## config.mk

```make
export PLATFORM = sky130hd
export DESIGN_NAME = video_beam_position_timebase_unit
export DESIGN_NICKNAME = d
export VERILOG_FILES = /design/src/sv/vbpt_pkg.sv /design/src/sv/vbpt_sub_unit.sv /design/src/sv/vbpt_line_div.sv /design/src/sv/video_beam_position_timebase_unit.sv
export SDC_FILE = /design/constraint.sdc
export NUM_CORES = 1
export LEC_CHECK = 0
export BUFFER_PORTS_ARGS = -buffer_cell sky130_fd_sc_hd__clkbuf_2
export CAP_MARGIN = 20
export CORE_MARGIN = 2
export CORE_UTILIZATION = 58
export DETAILED_ROUTE_END_ITERATION = 12
export PLACE_DENSITY = 0.79
export RECOVER_POWER = 25
export SLEW_MARGIN = 20
export SYNTH_ARGS = -nofsm -noshare
export SYNTH_HDL_FRONTEND = slang
export SYNTH_SLANG_ARGS = --single-unit
```

## constraint.sdc

```tcl
create_clock -name clk -period 6 [get_ports clk]
set_input_delay 0.6 -clock clk [delete_from_list [all_inputs] [get_ports clk]]
set_output_delay 0.6 -clock clk [all_outputs]
set_load 0.02 [all_outputs]
```

## src/sv/vbpt_pkg.sv

```systemverilog
package vbpt_pkg;

    // field lengths in system clock ticks
    localparam logic [17:0] FIELD_PAL_LONG   = 18'd142415;
    localparam logic [17:0] FIELD_PAL_SHORT  = 18'd141960;
    localparam logic [17:0] FIELD_NTSC_LONG  = 18'd119665;
    localparam logic [17:0] FIELD_NTSC_SHORT = 18'd119210;

    // one long plus one short field
    localparam int          MOD_W            = 19;
    localparam logic [18:0] PAIR_PAL         = 19'd284375;
    localparam logic [18:0] PAIR_NTSC        = 19'd238875;

    // line divisor 456 = 8 * 57, quotient by reciprocal of 57
    localparam logic [14:0] RECIP_MULT       = 15'd18397;
    localparam int          RECIP_SHIFT      = 20;

    // configuration register indexes
    localparam logic        CFG_PAL_MODE     = 1'b0;
    localparam logic        CFG_INTERLACE_ON = 1'b1;

    function automatic logic [17:0] field_len(input logic pal, input logic lng);
        logic [17:0] len;
        if (pal)
        begin
            len = lng ? FIELD_PAL_LONG : FIELD_PAL_SHORT;
        end
        else
        begin
            len = lng ? FIELD_NTSC_LONG : FIELD_NTSC_SHORT;
        end
        return len;
    endfunction

    function automatic logic [18:0] pair_len(input logic pal);
        return pal ? PAIR_PAL : PAIR_NTSC;
    endfunction

endpackage

```

## src/sv/vbpt_sub_unit.sv

```systemverilog
module vbpt_sub_unit #(
    parameter int WIDTH = 29
) (
    input  logic [WIDTH-1:0] minuend,
    input  logic [WIDTH-1:0] subtrahend,
    output logic             no_borrow,
    output logic [WIDTH-1:0] diff
);

    logic [WIDTH:0] full_diff;

    // shared compare and subtract
    assign full_diff = {1'b0, minuend} - {1'b0, subtrahend};
    assign no_borrow = ~full_diff[WIDTH];
    assign diff      = full_diff[WIDTH-1:0];

endmodule

```

## src/sv/vbpt_line_div.sv

```systemverilog
module vbpt_line_div import vbpt_pkg::*; (
    input  logic        clk,
    input  logic        load,
    input  logic [17:0] pos,
    output logic [8:0]  line_number,
    output logic [8:0]  line_offset
);

    logic [29:0] prod;
    logic [8:0]  q_reg;
    logic [8:0]  q_next;
    logic [17:0] q_scaled;
    logic [17:0] rem;

    // quotient by 456: drop three bits, then reciprocal of 57
    assign prod   = 30'(pos[17:3]) * 30'(RECIP_MULT);
    assign q_next = prod[RECIP_SHIFT +: 9];

    always_ff @(posedge clk)
    begin
        if (load)
        begin
            q_reg <= q_next;
        end
    end

    // remainder: 456 = 512 - 64 + 8
    assign q_scaled    = (18'(q_reg) << 9) - (18'(q_reg) << 6) + (18'(q_reg) << 3);
    assign rem         = pos - q_scaled;
    assign line_number = q_reg;
    assign line_offset = rem[8:0];

endmodule

```

## src/sv/video_beam_position_timebase_unit.sv

```systemverilog
// Video beam timebase. Each request carries the system clock ticks elapsed since the
// previous query; the block advances its position within the current video field, wraps
// through whole fields (long and short alternating with interlace on, always long with
// interlace off) and returns the long-field flag, line number and offset in units of 456
// ticks, and the ticks left to the end of the field. The wrap is a shift-and-subtract
// reduction on one shared subtractor, one conditional step for each of the
// max(DELTA_WIDTH, 16) - 14 shifted multiples, then one field step, the line quotient
// and the result load. The next request is taken the cycle after the load. Only one
// request is in flight at a time; a result held in the output register delays the
// load of the next one.
module video_beam_position_timebase_unit import vbpt_pkg::*; #(
    parameter int DELTA_WIDTH = 24
) (
    input  logic                   clk,
    input  logic                   rst_n,
    input  logic                   cfg_we,
    input  logic                   cfg_index,
    input  logic                   cfg_data,
    input  logic                   in_valid,
    output logic                   in_ready,
    input  logic [DELTA_WIDTH-1:0] elapsed_ticks,
    output logic                   out_valid,
    input  logic                   out_ready,
    output logic                   long_field_flag,
    output logic [8:0]             line_number,
    output logic [8:0]             line_offset,
    output logic [17:0]            ticks_to_field_end
);

    localparam int DWX  = (DELTA_WIDTH > 16) ? DELTA_WIDTH : 16;
    localparam int UW   = DWX + 5;
    localparam int KMAX = DWX - 15;
    localparam int KW   = $clog2(KMAX + 1);

    localparam logic [2:0] ST_IDLE   = 3'd0;
    localparam logic [2:0] ST_REDUCE = 3'd1;
    localparam logic [2:0] ST_WRAP   = 3'd2;
    localparam logic [2:0] ST_DIV    = 3'd3;
    localparam logic [2:0] ST_LOAD   = 3'd4;

    logic [2:0]    state_reg, state_next;
    logic [UW-1:0] pos_reg, pos_next;
    logic [KW-1:0] k_reg, k_next;
    logic          long_reg, long_next;
    logic [17:0]   field_pos_reg, field_pos_next;
    logic          pal_reg, interlace_reg;
    logic          out_valid_reg, out_valid_next;
    logic          long_out_reg;
    logic [8:0]    line_number_reg, line_offset_reg;
    logic [17:0]   ticks_reg;

    logic [MOD_W-1:0] modulus;
    logic [17:0]      cur_len;
    logic [UW-1:0]    operand;
    logic             ge;
    logic [UW-1:0]    diff;
    logic [8:0]       div_line;
    logic [8:0]       div_offset;
    logic             out_load;

    // configuration registers
    always_ff @(posedge clk or negedge rst_n)
    begin
        if (!rst_n)
        begin
            pal_reg       <= 1'b1;
            interlace_reg <= 1'b0;
        end
        else if (cfg_we)
        begin
            unique case (cfg_index)
                CFG_PAL_MODE:     pal_reg       <= cfg_data;
                CFG_INTERLACE_ON: interlace_reg <= cfg_data;
                default:          pal_reg       <= pal_reg;
            endcase
        end
    end

    // reduction modulus and current field length
    assign modulus = interlace_reg ? pair_len(pal_reg) : MOD_W'(field_len(pal_reg, 1'b1));
    assign cur_len = field_len(pal_reg, long_reg);
    assign operand = (state_reg == ST_REDUCE) ? (UW'(modulus) << k_reg) : UW'(cur_len);

    vbpt_sub_unit #(
        .WIDTH(UW)
    ) u_sub (
        .minuend    (pos_reg),
        .subtrahend (operand),
        .no_borrow  (ge),
        .diff       (diff)
    );

    vbpt_line_div u_line_div (
        .clk         (clk),
        .load        (state_reg == ST_DIV),
        .pos         (pos_reg[17:0]),
        .line_number (div_line),
        .line_offset (div_offset)
    );

    assign in_ready = (state_reg == ST_IDLE);
    assign out_load = (state_reg == ST_LOAD) && (!out_valid_reg || out_ready);

    // sequencer
    always_comb
    begin
        state_next     = state_reg;
        pos_next       = pos_reg;
        k_next         = k_reg;
        long_next      = long_reg;
        field_pos_next = field_pos_reg;
        unique case (state_reg)
            ST_IDLE:
            begin
                if (in_valid)
                begin
                    pos_next   = UW'(field_pos_reg) + UW'(elapsed_ticks);
                    long_next  = interlace_reg ? long_reg : 1'b1;
                    k_next     = KW'(KMAX);
                    state_next = ST_REDUCE;
                end
            end
            ST_REDUCE:
            begin
                if (ge)
                begin
                    pos_next = diff;
                end
                if (k_reg == '0)
                begin
                    state_next = ST_WRAP;
                end
                else
                begin
                    k_next = k_reg - KW'(1);
                end
            end
            ST_WRAP:
            begin
                if (ge)
                begin
                    pos_next  = diff;
                    long_next = interlace_reg ? ~long_reg : long_reg;
                end
                state_next = ST_DIV;
            end
            ST_DIV:
            begin
                state_next = ST_LOAD;
            end
            ST_LOAD:
            begin
                if (out_load)
                begin
                    field_pos_next = pos_reg[17:0];
                    state_next     = ST_IDLE;
                end
            end
            default:
            begin
                state_next = ST_IDLE;
            end
        endcase
    end

    // output valid
    always_comb
    begin
        out_valid_next = out_valid_reg;
        if (out_valid_reg && out_ready)
        begin
            out_valid_next = 1'b0;
        end
        if (out_load)
        begin
            out_valid_next = 1'b1;
        end
    end

    // control and state registers
    always_ff @(posedge clk or negedge rst_n)
    begin
        if (!rst_n)
        begin
            state_reg     <= ST_IDLE;
            long_reg      <= 1'b1;
            field_pos_reg <= '0;
            out_valid_reg <= 1'b0;
        end
        else
        begin
            state_reg     <= state_next;
            long_reg      <= long_next;
            field_pos_reg <= field_pos_next;
            out_valid_reg <= out_valid_next;
        end
    end

    // working registers
    always_ff @(posedge clk)
    begin
        pos_reg <= pos_next;
        k_reg   <= k_next;
    end

    // result register
    always_ff @(posedge clk)
    begin
        if (out_load)
        begin
            long_out_reg    <= long_reg;
            line_number_reg <= div_line;
            line_offset_reg <= div_offset;
            ticks_reg       <= cur_len - pos_reg[17:0];
        end
    end

    assign out_valid          = out_valid_reg;
    assign long_field_flag    = long_out_reg;
    assign line_number        = line_number_reg;
    assign line_offset        = line_offset_reg;
    assign ticks_to_field_end = ticks_reg;

    // reduction leaves the position below one modulus
    assert property (@(posedge clk) disable iff (!rst_n)
        (state_reg == ST_WRAP) |-> (pos_reg < UW'(modulus)))
        else $error("position not reduced before field wrap");

    // position lies inside the field when the result is loaded
    assert property (@(posedge clk) disable iff (!rst_n)
        (state_reg == ST_LOAD) |-> (pos_reg < UW'(cur_len)))
        else $error("position beyond field length at result load");

    // a shown result never sits exactly at the field end, and its offset is below 456
    assert property (@(posedge clk) disable iff (!rst_n)
        out_valid_reg |-> (ticks_reg != 18'd0) && (line_offset_reg < 9'd456))
        else $error("result out of range");

    // without interlace every field is long
    assert property (@(posedge clk) disable iff (!rst_n)
        (out_valid_reg && !interlace_reg) |-> long_out_reg)
        else $error("short field with interlace off");

endmodule

```

=== Word level (Yosys, flattened, before mapping) ===
Index checks and enable logic that the tools add are counted.

* Register bits: 104
* Input bits: 31
* Word-level logic and storage cells: 78

* Add/sub/neg operators: 7
* Multiply operators: 1
* Eq/ne operators: 12
* Shifts and indexed selects: 1
* Mux-type cells: 24
* Bitwise logic cells: 2
* Reduce and logical (&&, ||, !) cells: 18

{| class="wikitable"
|+ Operator list
! operator !! number
|-
| two-way mux 29 bit || 3
|-
| case mux 29 bit (2 select lines) || 1
|-
| two-way mux 19 bit || 2
|-
| two-way mux 18 bit || 2
|-
| subtractor 29 x 29 -> 30 bit || 1
|-
| multiplier 15 x 15 -> 29 bit (second input constant) || 1
|-
| << shifter 19 x 4 -> 29 bit || 1
|-
| adder 18 x 24 -> 25 bit || 1
|-
| subtractor 18 bit || 1
|-
| case mux 3 bit (5 select lines) || 1
|-
| inequality test 2 bit (second input constant) || 7
|-
| two-way mux 11 bit || 1
|-
| two-way mux 10 bit || 1
|-
| adder 9 bit || 1
|-
| two-way mux 3 bit || 3
|-
| AND reduction 3 bit || 3
|-
| subtractor 1 x 9 -> 9 bit (first input constant) || 1
|-
| subtractor 9 bit || 1
|-
| two-way mux 4 bit || 2
|-
| case mux 4 bit (2 select lines) || 1
|-
| nonzero test 2 bit || 4
|-
| == test 3 x 2 -> 1 bit (second input constant) || 2
|-
| two-way mux 1 bit || 6
|-
| AND reduction 2 bit || 3
|-
| 13 further kinds || 15
|}

=== Depth between registers and ports, before layout ===
* Word-level depth: 7
* Mapped depth: 22
* Mapped depth without buffers: 22

=== Cells and area by module ===
A second synthesis with hierarchy kept.

* Cells, all modules: 1529
* Area total of the unflattened synthesis: 13830.8 µm²

{| class="wikitable"
|+ By module, submodules not included
! module !! instances !! cells each !! area an instance (µm²)
|-
| video_beam_position_timebase_unit || 1 || 759 || 6791.5
|-
| vbpt_line_div || 1 || 510 || 5113.7
|-
| vbpt_sub_unit || 1 || 260 || 1925.6
|}

=== Worst setup path after synthesis ===
Ideal clock, no wire load.

* Kind: register -> register
* Start: register pal_reg
* End: register pos_reg[0], enable pin
* Setup time: 0.419 ns
* Arrival time: 5.392 ns
* Data required time: 5.581 ns
* Path slack: 0.189 ns
* Cell stages (with the launch flop): 23
* Period minus slack after synthesis: 5.811 ns
* Path through: dfstp_2 clkbuf_1 clkinv_1 ha_1 buf_1 nand2_1 o21ai_0 a21oi_1 nand2_1 o21ai_0 nor2_1 a21oi_1 o21ai_0 ha_1 nand2_1 o21ai_1 a221oi_2 o21bai_1 a221o_1 a41oi_2 o21ai_1 a21oi_1 o21ai_1

* Cells in the longest elaborated chain, start to end: 7
* Elaborated cells on any way between the ends: 9

{| class="wikitable"
|+ RTL lines
! item !! RTL line !! source
|-
| start, declared || video_beam_position_timebase_unit.sv:46 || <nowiki>logic pal_reg, interlace_reg;</nowiki>
|-
| start signal, assigned || video_beam_position_timebase_unit.sv:72 || <nowiki>CFG_PAL_MODE: pal_reg <= cfg_data;</nowiki>
|-
| start signal, assigned || video_beam_position_timebase_unit.sv:74 || <nowiki>default: pal_reg <= pal_reg;</nowiki>
|-
| two-way mux 18 bit / two-way mux 19 bit (equally long branches) || vbpt_pkg.sv:24, vbpt_pkg.sv:36 ||
|-
| two-way mux 19 bit || video_beam_position_timebase_unit.sv:80 || <nowiki>assign modulus = interlace_reg ? pair_len(pal_reg) : MOD_W'(field_len(pal_reg, 1'b1));</nowiki>
|-
| << shifter 19 x 4 -> 29 bit || video_beam_position_timebase_unit.sv:82 || <nowiki>assign operand = (state_reg == ST_REDUCE) ? (UW'(modulus) << k_reg) : UW'(cur_len);</nowiki>
|-
| two-way mux 29 bit * || video_beam_position_timebase_unit.sv:82 ||
|-
| subtractor 29 x 29 -> 30 bit * || vbpt_sub_unit.sv:13 || <nowiki>assign full_diff = {1'b0, minuend} - {1'b0, subtrahend};</nowiki>
|-
| inequality test 2 bit (no line) * || n/a ||
|-
| AND reduction 3 bit (no line) * || n/a ||
|-
| end signal, assigned || video_beam_position_timebase_unit.sv:202 || <nowiki>pos_reg <= pos_next;</nowiki>
|-
| end, declared || video_beam_position_timebase_unit.sv:42 || <nowiki>logic [UW-1:0] pos_reg, pos_next;</nowiki>
|}

Mark *: on every way between the ends. The rest lies on a longest branch, timed or not.
A chain may end at the register's enable or synchronous reset.

=== Final worst setup path ===
* Start: register pos_reg[9]
* End: register u_line_div.q_reg[8] (netlist: u_line_div.line_number[8]), data pin

* Cells in the longest elaborated chain, start to end: 1

{| class="wikitable"
|+ RTL lines
! item !! RTL line !! source
|-
| multiplier 15 x 15 -> 29 bit || vbpt_line_div.sv:16 || <nowiki>assign prod = 30'(pos[17:3]) * 30'(RECIP_MULT);</nowiki>
|-
| named net u_line_div.prod[28] || vbpt_line_div.sv:9 || <nowiki>logic [29:0] prod;</nowiki>
|-
| end signal, assigned || vbpt_line_div.sv:23 || <nowiki>q_reg <= q_next;</nowiki>
|-
| end, declared || vbpt_line_div.sv:10 || <nowiki>logic [8:0] q_reg;</nowiki>
|}

The timed path passes the listed nets, and every way through them passes these cells.

==> flow_metrics.env <==
export IMPL_min_from="u_line_div.line_number[8]"
export IMPL_clkLatencyLatePin_ns=0.38
export IMPL_rows=54
export IMPL_synth_edf_count=79
export IMPL_ant_nets=0
export IMPL_cts_buffers_inserted=9
export IMPL_grtUsageTotal_pct=29.1
export IMPL_fin_nets=1758
export IMPL_cts_root_buf="clkbuf_16"
export IMPL_h_tree_depth=3
export IMPL_drt_wl_total_um=32400
export IMPL_die_h_um=152
export IMPL_largest_reg_flops=29
export IMPL_fp_dieW_um=152
export IMPL_drive_above_1_share_pct=10.8
export IMPL_regArea_um2=3000
export IMPL_num_vias=10151
export IMPL_wl_per_cell_um=18.8
export IMPL_yosys_warnings=0
export IMPL_r2r_setup_slack_ns=0.26
export IMPL_syn_to_final_growth_pct=9.48
export IMPL_drcViolationCount=0
export IMPL_clk_path_buf_depth=2
export IMPL_rsz0062_at_grt="false"
export IMPL_core_um2=21600
export IMPL_finClkSkew_ns=0.0224
export IMPL_syn_area_per_cell_um2=9.35
export IMPL_antennaDiodeCount=0
export IMPL_yosysSeqAreaShare_pct=23.7
export IMPL_start_kind="flop"
export IMPL_hold_depth=0
export IMPL_ys_async_sr_fraction_pct=24.0
export IMPL_grt_overflow=0
export IMPL_finalSetupViolCount=0
export IMPL_worstPathArrival_ns=5.95
export IMPL_dieArea_um2=23000
export IMPL_hold_class="reg2reg"
export IMPL_antenna_found_initial=0
export IMPL_cts_tree="yes"
export IMPL_initial_core_util_pct=58.4
export IMPL_worst_ep_required_time_ns=6.21
export IMPL_r2r_end="u_line_div.line_number[8]"
export IMPL_status="complete, no violations"
export IMPL_synth_ff_type="edfxtp_1"
export IMPL_ys_types=77
export IMPL_maxCapViolations=0
export IMPL_dp_hpwl_um=26200
export IMPL_crit_fanout=6
export IMPL_syn_instance_count=1351
export IMPL_clk_pin_slew_ns=0.09
export IMPL_cp_end_kind="flop"
export IMPL_place_gp_congestion=0.927
export IMPL_hold_end="line_number[8]"
export IMPL_multi_input_area_um2=8840
export IMPL_finalCritPeriodShare_pct=95.6
export IMPL_first_pass_iters=5
export IMPL_synth_seq_cells=104
export IMPL_tightest_slew_ns=1.47
export IMPL_cts_sinks=104
export IMPL_reg2regPathDepth=21
export IMPL_via_per_inst=5.90
export IMPL_pin_count=70
export IMPL_grt_max_degree=40
export IMPL_finalHoldViolCount=0
export IMPL_grt_pass1_vias=9930
export IMPL_fin_setup_tns_ns=0
export IMPL_nFillCells=1785
export IMPL_max_slew_margin_rel_pct=2.10
export IMPL_drtIter0Drc=808
export IMPL_synth_fp_nets=1673
export IMPL_period_needed_ns=5.74
export IMPL_synth_area_um2=12600
export IMPL_grt_pass1_wl_um=51100
export IMPL_worstReg2RegStart="pos_reg[9]"
export IMPL_slew_violations=0
export IMPL_fmax_ghz=0.174
export IMPL_io_buffers=69
export IMPL_path_class="reg2reg"
[how the worst max path moves through the flow]
stage,slack (ns),from,depth (start not counted),end
floorplan,0.19,pal_reg,22,pos_reg[0]
global placement,0.26,pos_reg[8],20,u_line_div.line_number[8]
detailed placement,0.12,pos_reg[8],20,u_line_div.line_number[8]
CTS,0.1,pos_reg[8],20,u_line_div.line_number[8]
global route,0.01,pos_reg[9],21,u_line_div.line_number[8]
finish,0.26,pos_reg[9],21,u_line_div.line_number[8]
[synth_stat cells (all sizes together), types with 4 or more instances]
master	number	area [µm²]
nand4	6	37.5
o21bai	11	82.6
a21o	38	285
a41oi	4	42.6
and2	4	25.0
buf	11	47.5
nor2	79	297
nand2b	13	81.3
o21ai	99	499
xor2	35	307
inv	177	664
a21oi	106	553
xnor2	44	385
edfxtp	79	2370
a31oi	11	68.8
o31ai	8	70.1
ha	191	2390
fa	100	2000
a31o	5	43.8
o21a	11	82.6
clkbuf	27	101
nor3	23	115
mux2i	6	60.1
a211oi	5	42.5
mux2	5	56.3
nor2b	13	88.8
a221oi	5	56.3
dfrtp	23	576
nand3	24	120
o211ai	10	85.1
nand2	106	398
or3	7	43.8
and3	13	81.3
o311ai	5	51.3
[cell families (layout without fill, tap and decap cells)]
logic type      count (synthesis)  count (layout)  share of synthesized area [%]
compound gates                347             347                           17.6
flops                         104             104                           23.7
fa+ha+maj                     291             291                           34.8
buf+inv                       218             308                           6.52
mux                            11              11                          0.921
xor+xnor                       79              79                           5.48
simple gates                  301             301                           11.0
[stage by stage]
step | cell area, µm² | setup WS (ns) | hold slack (ns) | util (%) | std cells
floorplan | 12600 | 0.189 | 0.304 | - | 1351
global placement | 13500 | 0.259 | 0.405 | 62.3 | 1697
detailed placement | 13500 | 0.116 | 0.410 | 62.3 | 1697
CTS | 13800 | 0.0950 | 0.266 | 63.7 | 1713
global route | 13800 | 0.0147 | 0.443 | 64.0 | 1721
finish | 13800 | 0.263 | 0.429 | 64.0 | 1721
[worst max-delay path, cell delays in order (launching register included)]
cell      delay, ns
edfxtp_1       0.43
buf_4          0.20
ha_1           0.35
fa_1           0.52
fa_1           0.52
inv_1          0.05
fa_1           0.49
inv_1          0.07
fa_1           0.54
inv_1          0.06
fa_1           0.54
inv_1          0.04
ha_1           0.31
a21o_1         0.18
nand2_1        0.06
o211ai_1       0.14
o21ai_2        0.25
a31oi_4        0.13
a41o_1         0.30
o21ai_2        0.14
a21oi_1        0.08
a31oi_1        0.14
[area by class of cell]
type	instances	share of cell area [%]
clock buffer	9	1.63
clock inverter	7	0.534
inverter	180	4.88
multi-input combinational	1029	63.9
sequential	104	21.7
tap	280	2.53
timing repair buffer	112	4.80
[layout by cell type, fill, tap and decap left out, types with 44 or more instances in the layout]
| cell | synthesis | routed |
|---|---|---|
| xnor2_1 | 44 | 44 |
| nor2_1 | 79 | 79 |
| edfxtp_1 | 79 | 79 |
| a21oi_1 | 100 | 99 |
| inv_1 | 177 | 177 |
| clkbuf_2 | 0 | 65 |
| o21ai_0 | 83 | 82 |
| nand2_1 | 106 | 106 |
| ha_1 | 191 | 191 |
| fa_1 | 100 | 100 |
[timing repair]
item / in CTS / in global routing
setup endpoints to repair: 0 / 4
hold buffers: 0 / 0
gates resized for setup: 0 / 6
buffers inserted: 0 / 8
[per-layer routing]
layer / GRT usage, % / wire length (µm) / vias to the layer above
li1: - / - / 4895
met1: 40.3 / 14400 / 4852
met2: 46.9 / 15100 / 331
met3: 4.49 / 1860 / 73
met4: 9.58 / 1040 / 0
met5: 0 / 0 / -
Power is not shown: default switching activity piles up to over one toggle a cycle in this logic, so the estimate is an artifact.
